===== config.mk =====
export PLATFORM = sky130hd
export DESIGN_NAME = floppy_head_seek_controller_unit
export DESIGN_NICKNAME = d
export VERILOG_FILES = /design/src/rtl/fhsc_pkg.sv /design/src/rtl/floppy_head_seek_controller_unit.sv
export SDC_FILE = /design/constraint.sdc
export NUM_CORES = 1
export LEC_CHECK = 0
export BUFFER_PORTS_ARGS = -buffer_cell sky130_fd_sc_hd__buf_4
export CAP_MARGIN = 0
export CORE_ASPECT_RATIO = 2
export CORE_MARGIN = 1
export CORE_UTILIZATION = 40
export CTS_CLUSTER_SIZE = 24
export DETAILED_ROUTE_END_ITERATION = 10
export GPL_ROUTABILITY_DRIVEN = 0
export GPL_TIMING_DRIVEN = 0
export PLACE_DENSITY = 0.63
export SLEW_MARGIN = 20
export SYNTH_ARGS = -nofsm -noshare
export SYNTH_HDL_FRONTEND = slang
export SYNTH_SLANG_ARGS = --single-unit

===== constraint.sdc =====
create_clock -name clock -period 6.55 [get_ports clock]
set_input_delay 1.31 -clock clock [delete_from_list [all_inputs] [get_ports clock]]
set_output_delay 1.31 -clock clock [all_outputs]
set_load 0.03 [all_outputs]

===== src/rtl/fhsc_pkg.sv =====
// shared types and constants of the floppy head seek controller
package fhsc_pkg;

   // command codes on the request channel
   typedef enum logic [2:0] {
      OP_SEEK        = 3'd0,
      OP_RECAL_START = 3'd1,
      OP_RECAL_PROBE = 3'd2,
      OP_CHANGE_STEP = 3'd3,
      OP_PRECOMP     = 3'd4
   } op_type;

   // drive action codes on the response channel
   typedef enum logic [2:0] {
      ACT_WAIT    = 3'd0,
      ACT_STEP    = 3'd1,
      ACT_SELECT  = 3'd2,
      ACT_DONE    = 3'd3,
      ACT_TIMEOUT = 3'd4
   } action_type;

   // configuration register indexes
   localparam logic [1:0] CSR_CYLINDER_COUNT = 2'd0;
   localparam logic [1:0] CSR_LIMIT_NONE     = 2'd1;
   localparam logic [1:0] CSR_LIMIT_SMALL    = 2'd2;
   localparam logic [1:0] CSR_LIMIT_MEDIUM   = 2'd3;

   // timing in microseconds
   localparam logic [15:0] WAIT_REVERSE_US = 16'd18000;
   localparam logic [15:0] WAIT_SAME_US    = 16'd2000;
   localparam logic [15:0] SETTLE_STEP_US  = 16'd15000;
   localparam logic [15:0] SETTLE_HEAD_US  = 16'd100;
   localparam logic [15:0] RECAL_STEP_US   = 16'd3000;
   localparam logic [15:0] RECAL_START_US  = 16'd18000;
   localparam logic [15:0] TRACK0_SETTLE_US = 16'd15000;

   localparam logic [1:0] HEAD_UNKNOWN = 2'd3;
   localparam int unsigned MAX_RESULTS = 5;

   // one queued response entry, cylinder is shared per command
   typedef struct packed {
      action_type  action;
      logic        step_inward;
      logic [15:0] amount;
      logic [1:0]  precomp_class;
   } entry_type;

endpackage


===== src/rtl/floppy_head_seek_controller_unit.sv =====
// floppy head positioner: command decode, tracked state and response queue
//
// channel  dir  handshake              payload
// req      in   req_tvalid/req_tready  req_tdata[15:0]
// rsp      out  rsp_tvalid/rsp_tready  rsp_tdata[31:0], rsp_tlast
// csr      in   csr_we                 csr_addr[1:0], csr_wdata[6:0]
//
// a command is decoded in the cycle it is accepted and its whole response list
// (one to five transactions) is loaded into a five-entry queue register
// the queue drains one transaction per cycle while rsp_tready is high, and the next
// command is taken in the cycle the last one leaves
// a stalled rsp side holds the queue and blocks req; unused op codes give nothing
// synchronous reset returns to unknown cylinder and head, registers to defaults
module floppy_head_seek_controller_unit
   import fhsc_pkg::*;
#(
   parameter int RECAL_STEP_LIMIT = 80
) (
   input  logic        clock,
   input  logic        reset,
   input  logic        req_tvalid,
   output logic        req_tready,
   // op[2:0], target_cylinder[9:3], target_head[10], at_track0[11],
   // write_access[12], zero[15:13]
   input  logic [15:0] req_tdata,
   output logic        rsp_tvalid,
   input  logic        rsp_tready,
   // action[2:0], step_inward[3], amount[19:4], current_cylinder[27:20],
   // precomp_class[29:28], zero[31:30]
   output logic [31:0] rsp_tdata,
   output logic        rsp_tlast,
   input  logic        csr_we,
   input  logic [1:0]  csr_addr,
   input  logic [6:0]  csr_wdata
);

   localparam logic [6:0] RECAL_LIMIT = 7'(RECAL_STEP_LIMIT);

   // configuration registers
   logic [6:0] cyl_count_ff, lim_none_ff, lim_small_ff, lim_medium_ff;

   // tracked drive state
   logic signed [7:0] head_cyl_ff, head_cyl_in;
   logic [1:0]        head_sel_ff, head_sel_in;
   logic              last_inward_ff, last_inward_in;
   logic              chg_inward_ff, chg_inward_in;
   logic [6:0]        recal_cnt_ff, recal_cnt_in;

   // response queue
   entry_type         queue_ff [MAX_RESULTS];
   entry_type         queue_in [MAX_RESULTS];
   logic [2:0]        count_ff, count_in;
   logic signed [7:0] out_cyl_ff;

   // request fields
   op_type     op;
   logic [6:0] target_cyl;
   logic       target_head;
   logic       at_track0;
   logic       write_access;

   logic req_fire, rsp_fire;

   // shared seek path
   logic signed [8:0] seek_target;
   logic [1:0]        seek_head;
   logic signed [8:0] diff;
   logic              seek_inward;
   logic [15:0]       seek_steps;
   logic              seek_move;
   logic              seek_change;

   // change-reset target
   logic signed [8:0] chg_try;
   logic signed [8:0] chg_target;
   logic              chg_dir_set;
   logic              chg_dir_val;
   logic signed [8:0] cyl_max;

   // precomp class
   logic signed [8:0] head_cyl_ext;
   logic [1:0]        pc_class;
   logic [6:0]        recal_inc;

   assign op           = op_type'(req_tdata[2:0]);
   assign target_cyl   = req_tdata[9:3];
   assign target_head  = req_tdata[10];
   assign at_track0    = req_tdata[11];
   assign write_access = req_tdata[12];

   // handshakes
   assign rsp_tvalid = (count_ff != 3'd0);
   assign rsp_fire   = rsp_tvalid && rsp_tready;
   assign req_tready = (count_ff == 3'd0) || (count_ff == 3'd1 && rsp_tready);
   assign req_fire   = req_tvalid && req_tready;

   assign rsp_tdata = {2'b00, queue_ff[0].precomp_class, out_cyl_ff,
                       queue_ff[0].amount, queue_ff[0].step_inward,
                       queue_ff[0].action};
   assign rsp_tlast = (count_ff == 3'd1);

   // change-reset: step around the current cylinder, turning at the edges
   assign head_cyl_ext = 9'(head_cyl_ff);
   assign cyl_max      = $signed({2'b00, cyl_count_ff}) - 9'sd1;
   always_comb begin
      chg_try     = chg_inward_ff ? head_cyl_ext + 9'sd1 : head_cyl_ext - 9'sd1;
      chg_target  = chg_try;
      chg_dir_set = 1'b0;
      chg_dir_val = 1'b0;
      if (chg_try > cyl_max) begin
         chg_target  = head_cyl_ext - 9'sd1;
         chg_dir_set = 1'b1;
         chg_dir_val = 1'b0;
      end else if (chg_try < 9'sd0) begin
         chg_target  = 9'sd1;
         chg_dir_set = 1'b1;
         chg_dir_val = 1'b1;
      end
      if (chg_target < 9'sd0) begin
         chg_target = 9'sd0;
      end
   end

   // seek distance and direction
   always_comb begin
      if (op == OP_CHANGE_STEP) begin
         seek_target = chg_target;
         seek_head   = head_sel_ff;
      end else begin
         seek_target = $signed({2'b00, target_cyl});
         seek_head   = {1'b0, target_head};
      end
      diff        = seek_target - head_cyl_ext;
      seek_inward = (diff >= 9'sd0);
      seek_steps  = seek_inward ? 16'(diff) : 16'(-diff);
      seek_move   = (diff != 9'sd0);
      seek_change = (seek_head != head_sel_ff);
   end

   // precomp class from the limits
   always_comb begin
      pc_class = 2'd0;
      if (write_access) begin
         priority if (head_cyl_ext <= $signed({2'b00, lim_none_ff})) pc_class = 2'd0;
         else if (head_cyl_ext <= $signed({2'b00, lim_small_ff}))    pc_class = 2'd1;
         else if (head_cyl_ext <= $signed({2'b00, lim_medium_ff}))   pc_class = 2'd2;
         else                                                        pc_class = 2'd3;
      end
   end

   assign recal_inc = (recal_cnt_ff != 7'd127) ? recal_cnt_ff + 7'd1 : recal_cnt_ff;

   // response list and next state for the accepted command
   always_comb begin
      logic [2:0] k;
      k = 3'd0;
      for (int i = 0; i < MAX_RESULTS; i++) begin
         queue_in[i] = '{action: ACT_WAIT, step_inward: 1'b0, amount: 16'd0,
                         precomp_class: 2'd0};
      end
      head_cyl_in    = head_cyl_ff;
      head_sel_in    = head_sel_ff;
      last_inward_in = last_inward_ff;
      chg_inward_in  = chg_inward_ff;
      recal_cnt_in   = recal_cnt_ff;

      unique case (op)
         OP_SEEK, OP_CHANGE_STEP: begin
            if (op == OP_SEEK && !seek_move && !seek_change) begin
               queue_in[k].action = ACT_DONE;
               k = k + 3'd1;
            end else begin
               // direction wait
               queue_in[k].action = ACT_WAIT;
               queue_in[k].amount = (seek_move && seek_inward != last_inward_ff) ?
                                    WAIT_REVERSE_US : WAIT_SAME_US;
               k = k + 3'd1;
               if (seek_move) begin
                  queue_in[k].action      = ACT_STEP;
                  queue_in[k].step_inward = seek_inward;
                  queue_in[k].amount      = seek_steps;
                  k = k + 3'd1;
                  head_cyl_in    = 8'(seek_target);
                  last_inward_in = seek_inward;
               end
               if (seek_change) begin
                  queue_in[k].action = ACT_SELECT;
                  queue_in[k].amount = 16'(seek_head);
                  k = k + 3'd1;
                  head_sel_in = seek_head;
               end
               // settle wait
               if (seek_move || seek_change) begin
                  queue_in[k].action = ACT_WAIT;
                  queue_in[k].amount = seek_move ? SETTLE_STEP_US : SETTLE_HEAD_US;
                  k = k + 3'd1;
               end
               queue_in[k].action = ACT_DONE;
               k = k + 3'd1;
               if (op == OP_CHANGE_STEP) begin
                  chg_inward_in = (chg_dir_set ? chg_dir_val : chg_inward_ff) ^ 1'b1;
               end
            end
         end
         OP_RECAL_START: begin
            queue_in[0].action = ACT_WAIT;
            queue_in[0].amount = RECAL_START_US;
            k = 3'd1;
            recal_cnt_in = 7'd0;
            head_cyl_in  = -8'sd1;
            head_sel_in  = HEAD_UNKNOWN;
         end
         OP_RECAL_PROBE: begin
            if (at_track0) begin
               queue_in[0].action = ACT_SELECT;
               queue_in[1].action = ACT_WAIT;
               queue_in[1].amount = TRACK0_SETTLE_US;
               queue_in[2].action = ACT_DONE;
               k = 3'd3;
               head_cyl_in    = 8'sd0;
               head_sel_in    = 2'd0;
               last_inward_in = 1'b0;
               recal_cnt_in   = 7'd0;
            end else begin
               queue_in[0].action = ACT_STEP;
               queue_in[0].amount = 16'd1;
               recal_cnt_in = recal_inc;
               if (recal_inc > RECAL_LIMIT) begin
                  queue_in[1].action = ACT_TIMEOUT;
               end else begin
                  queue_in[1].action = ACT_WAIT;
                  queue_in[1].amount = RECAL_STEP_US;
               end
               k = 3'd2;
            end
         end
         OP_PRECOMP: begin
            queue_in[0].action        = ACT_DONE;
            queue_in[0].precomp_class = pc_class;
            k = 3'd1;
         end
         default: begin
            k = 3'd0;
         end
      endcase
      count_in = k;
   end

   // configuration registers
   always_ff @(posedge clock) begin
      if (reset) begin
         cyl_count_ff  <= 7'd80;
         lim_none_ff   <= 7'd127;
         lim_small_ff  <= 7'd127;
         lim_medium_ff <= 7'd127;
      end else if (csr_we) begin
         unique case (csr_addr)
            CSR_CYLINDER_COUNT: cyl_count_ff  <= csr_wdata;
            CSR_LIMIT_NONE:     lim_none_ff   <= csr_wdata;
            CSR_LIMIT_SMALL:    lim_small_ff  <= csr_wdata;
            CSR_LIMIT_MEDIUM:   lim_medium_ff <= csr_wdata;
            default: ;
         endcase
      end
   end

   // tracked state and queue count
   always_ff @(posedge clock) begin
      if (reset) begin
         head_cyl_ff    <= -8'sd1;
         head_sel_ff    <= HEAD_UNKNOWN;
         last_inward_ff <= 1'b0;
         chg_inward_ff  <= 1'b0;
         recal_cnt_ff   <= 7'd0;
         count_ff       <= 3'd0;
      end else if (req_fire) begin
         head_cyl_ff    <= head_cyl_in;
         head_sel_ff    <= head_sel_in;
         last_inward_ff <= last_inward_in;
         chg_inward_ff  <= chg_inward_in;
         recal_cnt_ff   <= recal_cnt_in;
         count_ff       <= count_in;
      end else if (rsp_fire) begin
         count_ff <= count_ff - 3'd1;
      end
   end

   // queue payload: load a whole list or shift one transaction out
   always_ff @(posedge clock) begin
      if (req_fire) begin
         for (int i = 0; i < MAX_RESULTS; i++) begin
            queue_ff[i] <= queue_in[i];
         end
         out_cyl_ff <= head_cyl_in;
      end else if (rsp_fire) begin
         for (int i = 0; i < MAX_RESULTS - 1; i++) begin
            queue_ff[i] <= queue_ff[i + 1];
         end
      end
   end

endmodule

# Yosys cells after proc, flatten, opt, wreduce, memory -nomap -nowiden
# Memories as Yosys holds them, arrays and structs flattened.
# Index checks and enable logic that the tools add are counted.
[totals] regBits=58 mem_bits_rw=110 wordCells=190 n_memories=1
[classes] bitwise_logic=9 n_reduce_logical=32 mux=98 magnitude_cmp=14 addsub=10 eq_ne=15
[mem_list] name="queue_ff" words=5 word_bits=22 rd=5 rd_clocked_by_memory_dff=0 wr=5 line="floppy_head_seek_controller_unit.sv:50" rtl="entry_type queue_ff [MAX_RESULTS];"
[ops] operator="110-bit 2-to-1 mux" count=6
[ops] operator="110-bit bitwise mux" count=5
[ops] operator="22-bit demux with 3-bit select" count=5
[ops] operator="22-bit 2-to-1 mux" count=7
[ops] operator="107-bit 2-to-1 mux" count=1
[ops] operator="63-bit 2-to-1 mux" count=1
[ops] operator="18-bit 2-to-1 mux" count=3
[ops] operator="16-bit one-hot mux with 3 select lines" count=1
[ops] operator="9-bit 2-to-1 mux" count=5
[ops] operator="3-bit 2-to-1 mux" count=14
[ops] operator="20-bit 2-to-1 mux" count=2
[ops] operator="16-bit one-hot mux with 2 select lines" count=1
[ops] operator="14-bit 2-to-1 mux" count=2
[ops] operator="8-bit less-or-equal comparator" count=3
[ops] operator="8-bit 2-to-1 mux" count=3
[ops] operator="8-bit one-hot mux with 3 select lines" count=1
[ops] operator="2-bit 2-to-1 mux" count=11
[ops] operator="9-bit by 1-bit < comparator with 1-bit output, second input constant" count=2
[ops] operator="3-bit one-hot mux with 3 select lines" count=2
[ops] operator="1-bit 2-to-1 mux" count=17
[ops] operator="16-bit 2-to-1 mux" count=1
[ops] operator="9-bit negation with 16-bit output" count=1
[ops] operator="15-bit 2-to-1 mux" count=1
[ops] operator="7-bit 2-to-1 mux" count=2
[ops] operator="other kinds (42)" count=81

# Longest topological paths before layout
[depth] depth_word=34 depth_mapped=30 mapped_depth_nobuf=28

# Least setup slack after synthesis
# OpenSTA, ideal clock, no wires.
[synth_path] path_type="register -> register" start="reg head_cyl_ff[4]" end="mem queue_ff[0][4] (netlist name) (data pin)" path_buffers=3 arrival_ns=6.041 path_slack_ns=0.377 path_stages_with_launch=28 cell_sequence="dfxtp_1 > clkbuf_1 > nor3_1 > nand3_1 > o22ai_1 > xnor2_1 > ha_1 > nand3_1 > o31a_1 > a21oi_1 > a21bo_2 > clkbuf_1 > a22o_1 > a211o_1 > fa_1 > a211oi_1 > nor2_1 > xnor2_1 > or4_4 > nor2_4 > nand2_4 > inv_6 > buf_4 > ha_1 > nand3_1 > or3_1 > or3_1 > nand2_1"
[synth_rtl] item="start: declaration" line="floppy_head_seek_controller_unit.sv:43" rtl="logic signed [7:0] head_cyl_ff, head_cyl_in;"
[synth_rtl] item="start signal: assignment" line="floppy_head_seek_controller_unit.sv:270" rtl="head_cyl_ff <= -8'sd1;"
[synth_rtl] item="start signal: assignment" line="floppy_head_seek_controller_unit.sv:277" rtl="head_cyl_ff <= head_cyl_in;"
[synth_rtl] item="end: declaration" line="floppy_head_seek_controller_unit.sv:50"

==> out/qor.csv <==
metric,value,unit
run_status,finished clean,
rr_worst_depth,25,
final_util,48.4,%
min_period,6.34,ns
final_cells,1111,
cts.path.max_buffers,2,
clock_skew,0.0163,ns
setup_tns,0,ns
hpwl,15400,microns
crit_buf_inv,2,
yosysSeqAreaShare,38.9,%
p_int,1780,uW
p_seq_share,35.7,%
cp-end-kind,register,
setup_violations,0,
yosysWarningCount,0,
hold_class,register to register,
p_comb_share,44.7,%
start_util,41.1,%
overflow,0,
yosys_most_used_dff,edfxtp_1,
nNetsFinal,979,
drt-total-wl,19800,microns
path_depth,25,
htreeDepth,3,
syn_to_final_growth,17.8,%
mappedNetlistArea,0.00713,sq mm
grt_use_total,22.8,%
die_x,96.4,microns
grt_pass1_vias,6124,
critPathLaunchType,register,
drv_cap,0,
routed_via_density,5.59,
pin_count,65,
r2r_slack,0.21,ns
yosysTopAreaCell,edfxtp_1,
cp_top_family,simple AND/OR/NAND/NOR gates,
fp.coreArea,0.0174,sq mm
crit_path_end,queue_ff[0][4],
grt_pass1_wl,31000,microns
antenna_found_initial,0,
holdBufCountCts,0,
die-area,0.0184,sq mm
path_clk_slew,0.09,ns
worstReg2RegEnd,queue_ff[0][4],
power.switching,1180,uW
routedWlPerCell,17.8,microns
clkPwrFrac,19.7,%
synth_top_area_share,24.9,%
setup.worst_path.start,head_cyl_ff[4],
synthCells,812,
synth.avg_cell_area,8.78,sq um
drive_gt1_share,18.4,%
drcViolationCount,0,
critPathMaxStageDelay,0.58,ns
fill_cells,1749,
path_class,register to register,
drtPass1Iterations,4,
swShare,39.8,%
slew_headroom,33.0,%
grt_max_degree,57,
dpl_cell_area,0.00783,sq mm
stdcell_area,0.00839,sq mm
num_vias,6215,
synthDistinctLibCells,74,
synth_area_leaders,"edfxtp_1 25%, dfxtp_1 14%, ha_1 9.1%",
hold_viol,0,
clock_sinks,109,
report.final.slew_viol_count,0,
tightest_slew,0.996,ns
power_density,352,mW/mm^2
place_inst,1082,
antenna_left,0,
synth-edff-count,59,
r2r_start,head_cyl_ff[4],
timing.fmax,158,MHz
critPathSlowestCell,or4_4,
port_buffers,56,
ys_top_cells_by_count,"101 x nand2_1, 70 x nor2_1, 59 x edfxtp_1",
antenna_cells,0,
p_leak,0.00365,uW
fin_crit_sh,96.8,%
drtIter0Drc,419,
path_max_fanout,13,
ys_ff_latch,109,
cp.required,6.81,ns
cts_tree,built,
clock_latency,0.38,ns
root_buffer,clkbuf_16,
cp_data_arrival_time,6.60,ns
cts_buffers,9,
async_flop_share,0,%
synth.most_common_cell,nand2_1,
die_h,191,microns
num_rows,68,
vdd_drop_max,156,uV
flip-flops by register name (all words and copies together) (netlist names):
name            cells
queue_ff           51
head_cyl_ff         8
out_cyl_ff          8
cyl_count_ff        7
lim_medium_ff       7
lim_none_ff         7
lim_small_ff        7
recal_cnt_ff        7
count_ff            3
head_sel_ff         2
chg_inward_ff       1
last_inward_ff      1
cell usage in the layout, fill, tap and decap left out, types with 6 or more instances in the layout:
cell type | netlist | routed
and3_1 | 9 | 9
a221o_1 | 6 | 6
ha_1 | 52 | 48
a21oi_1 | 46 | 46
inv_1 | 43 | 41
or2_2 | 8 | 8
edfxtp_1 | 59 | 59
o211ai_1 | 8 | 8
nor3b_1 | 6 | 6
xor2_1 | 9 | 9
nor2_1 | 70 | 68
o21ai_0 | 41 | 41
nand4_1 | 10 | 10
a21o_1 | 9 | 9
clkbuf_16 | 0 | 9
clkbuf_1 | 29 | 24
nand3b_1 | 16 | 16
xnor2_1 | 21 | 20
a211o_1 | 10 | 10
nand2b_1 | 11 | 11
o21a_1 | 9 | 9
and2_1 | 10 | 10
nor2b_1 | 20 | 20
dfxtp_1 | 50 | 46
nor3_1 | 17 | 15
buf_4 | 25 | 96
nand2_1 | 101 | 101
nand3_1 | 23 | 22
metrics by stage:
step                      power [uW]  hold slack (ns)  worst slack (ns)
after floorplan                 1960            0.438             0.377
after global placement          2340            0.454             -1.15
after detailed placement        2350            0.456             -1.16
after CTS                       2960            0.477            0.0116
after global routing            3150            0.490           -0.0214
final                           2960            0.475             0.210
worst min-delay path by stage:
stage	startpoint	endpoint	slack, ns	cells past startpoint
after floorplan	lim_small_ff[5]	lim_small_ff[5]	0.44	2
after global placement	lim_small_ff[5]	lim_small_ff[5]	0.45	2
after detailed placement	lim_none_ff[4]	lim_none_ff[4]	0.46	2
after CTS	lim_small_ff[6]	lim_small_ff[6]	0.48	2
after global routing	lim_small_ff[1]	lim_small_ff[1]	0.49	2
final	lim_small_ff[6]	lim_small_ff[6]	0.47	2
power groups by stage:
stage          Sequential, uW  Combinational, uW  Clock [uW]
2_1_floorplan            1070                885           0
3_3_place_gp             1070               1270           0
3_5_place_dp             1070               1280           0
4_1_cts                  1060               1310         590
5_1_grt                  1080               1450         618
6_report                 1050               1320         582
final cells by class:
cell class / instances / area (sq um) / area share (%)
plain buffers: 57 / 322 / 3.83
flip-flops and latches: 109 / 2780 / 33.1
repair buffers: 71 / 533 / 6.35
well taps: 210 / 263 / 3.13
clock inverters: 7 / 86.3 / 1.03
inverters: 45 / 190 / 2.27
clock buffers: 9 / 225 / 2.68
multi-input cells: 603 / 3990 / 47.6
kinds of logic after synthesis:
logic type	after synthesis	share of synthesized area (%)
compound gates	185	17.4
xor+xnor	30	3.69
fa+ha+maj	53	9.41
buf+inv	104	6.92
flops	109	38.9
mux	8	1.19
other cells	1	0.0526
simple gates	322	22.4
per-layer routing:
metal | global-route usage [%] | wire (microns)
met5 | 0 | 0
met4 | 14.9 | 1310
met3 | 3.23 | 530
met2 | 42.3 | 10900
met1 | 22.5 | 7070
worst min-delay path: stages, from the launching register on:
cell      delay, ns
dfxtp_1        0.32
nand2_1        0.05
nand3b_1       0.06
repair_timing:
item | 4_1_cts | 5_1_grt
buffers inserted | 7 | 8
endpoints found under the setup margin | 48 | 13
pin swaps | 2 | 3
gates resized for setup | 29 | 12
(Power assumes the default switching activity.)
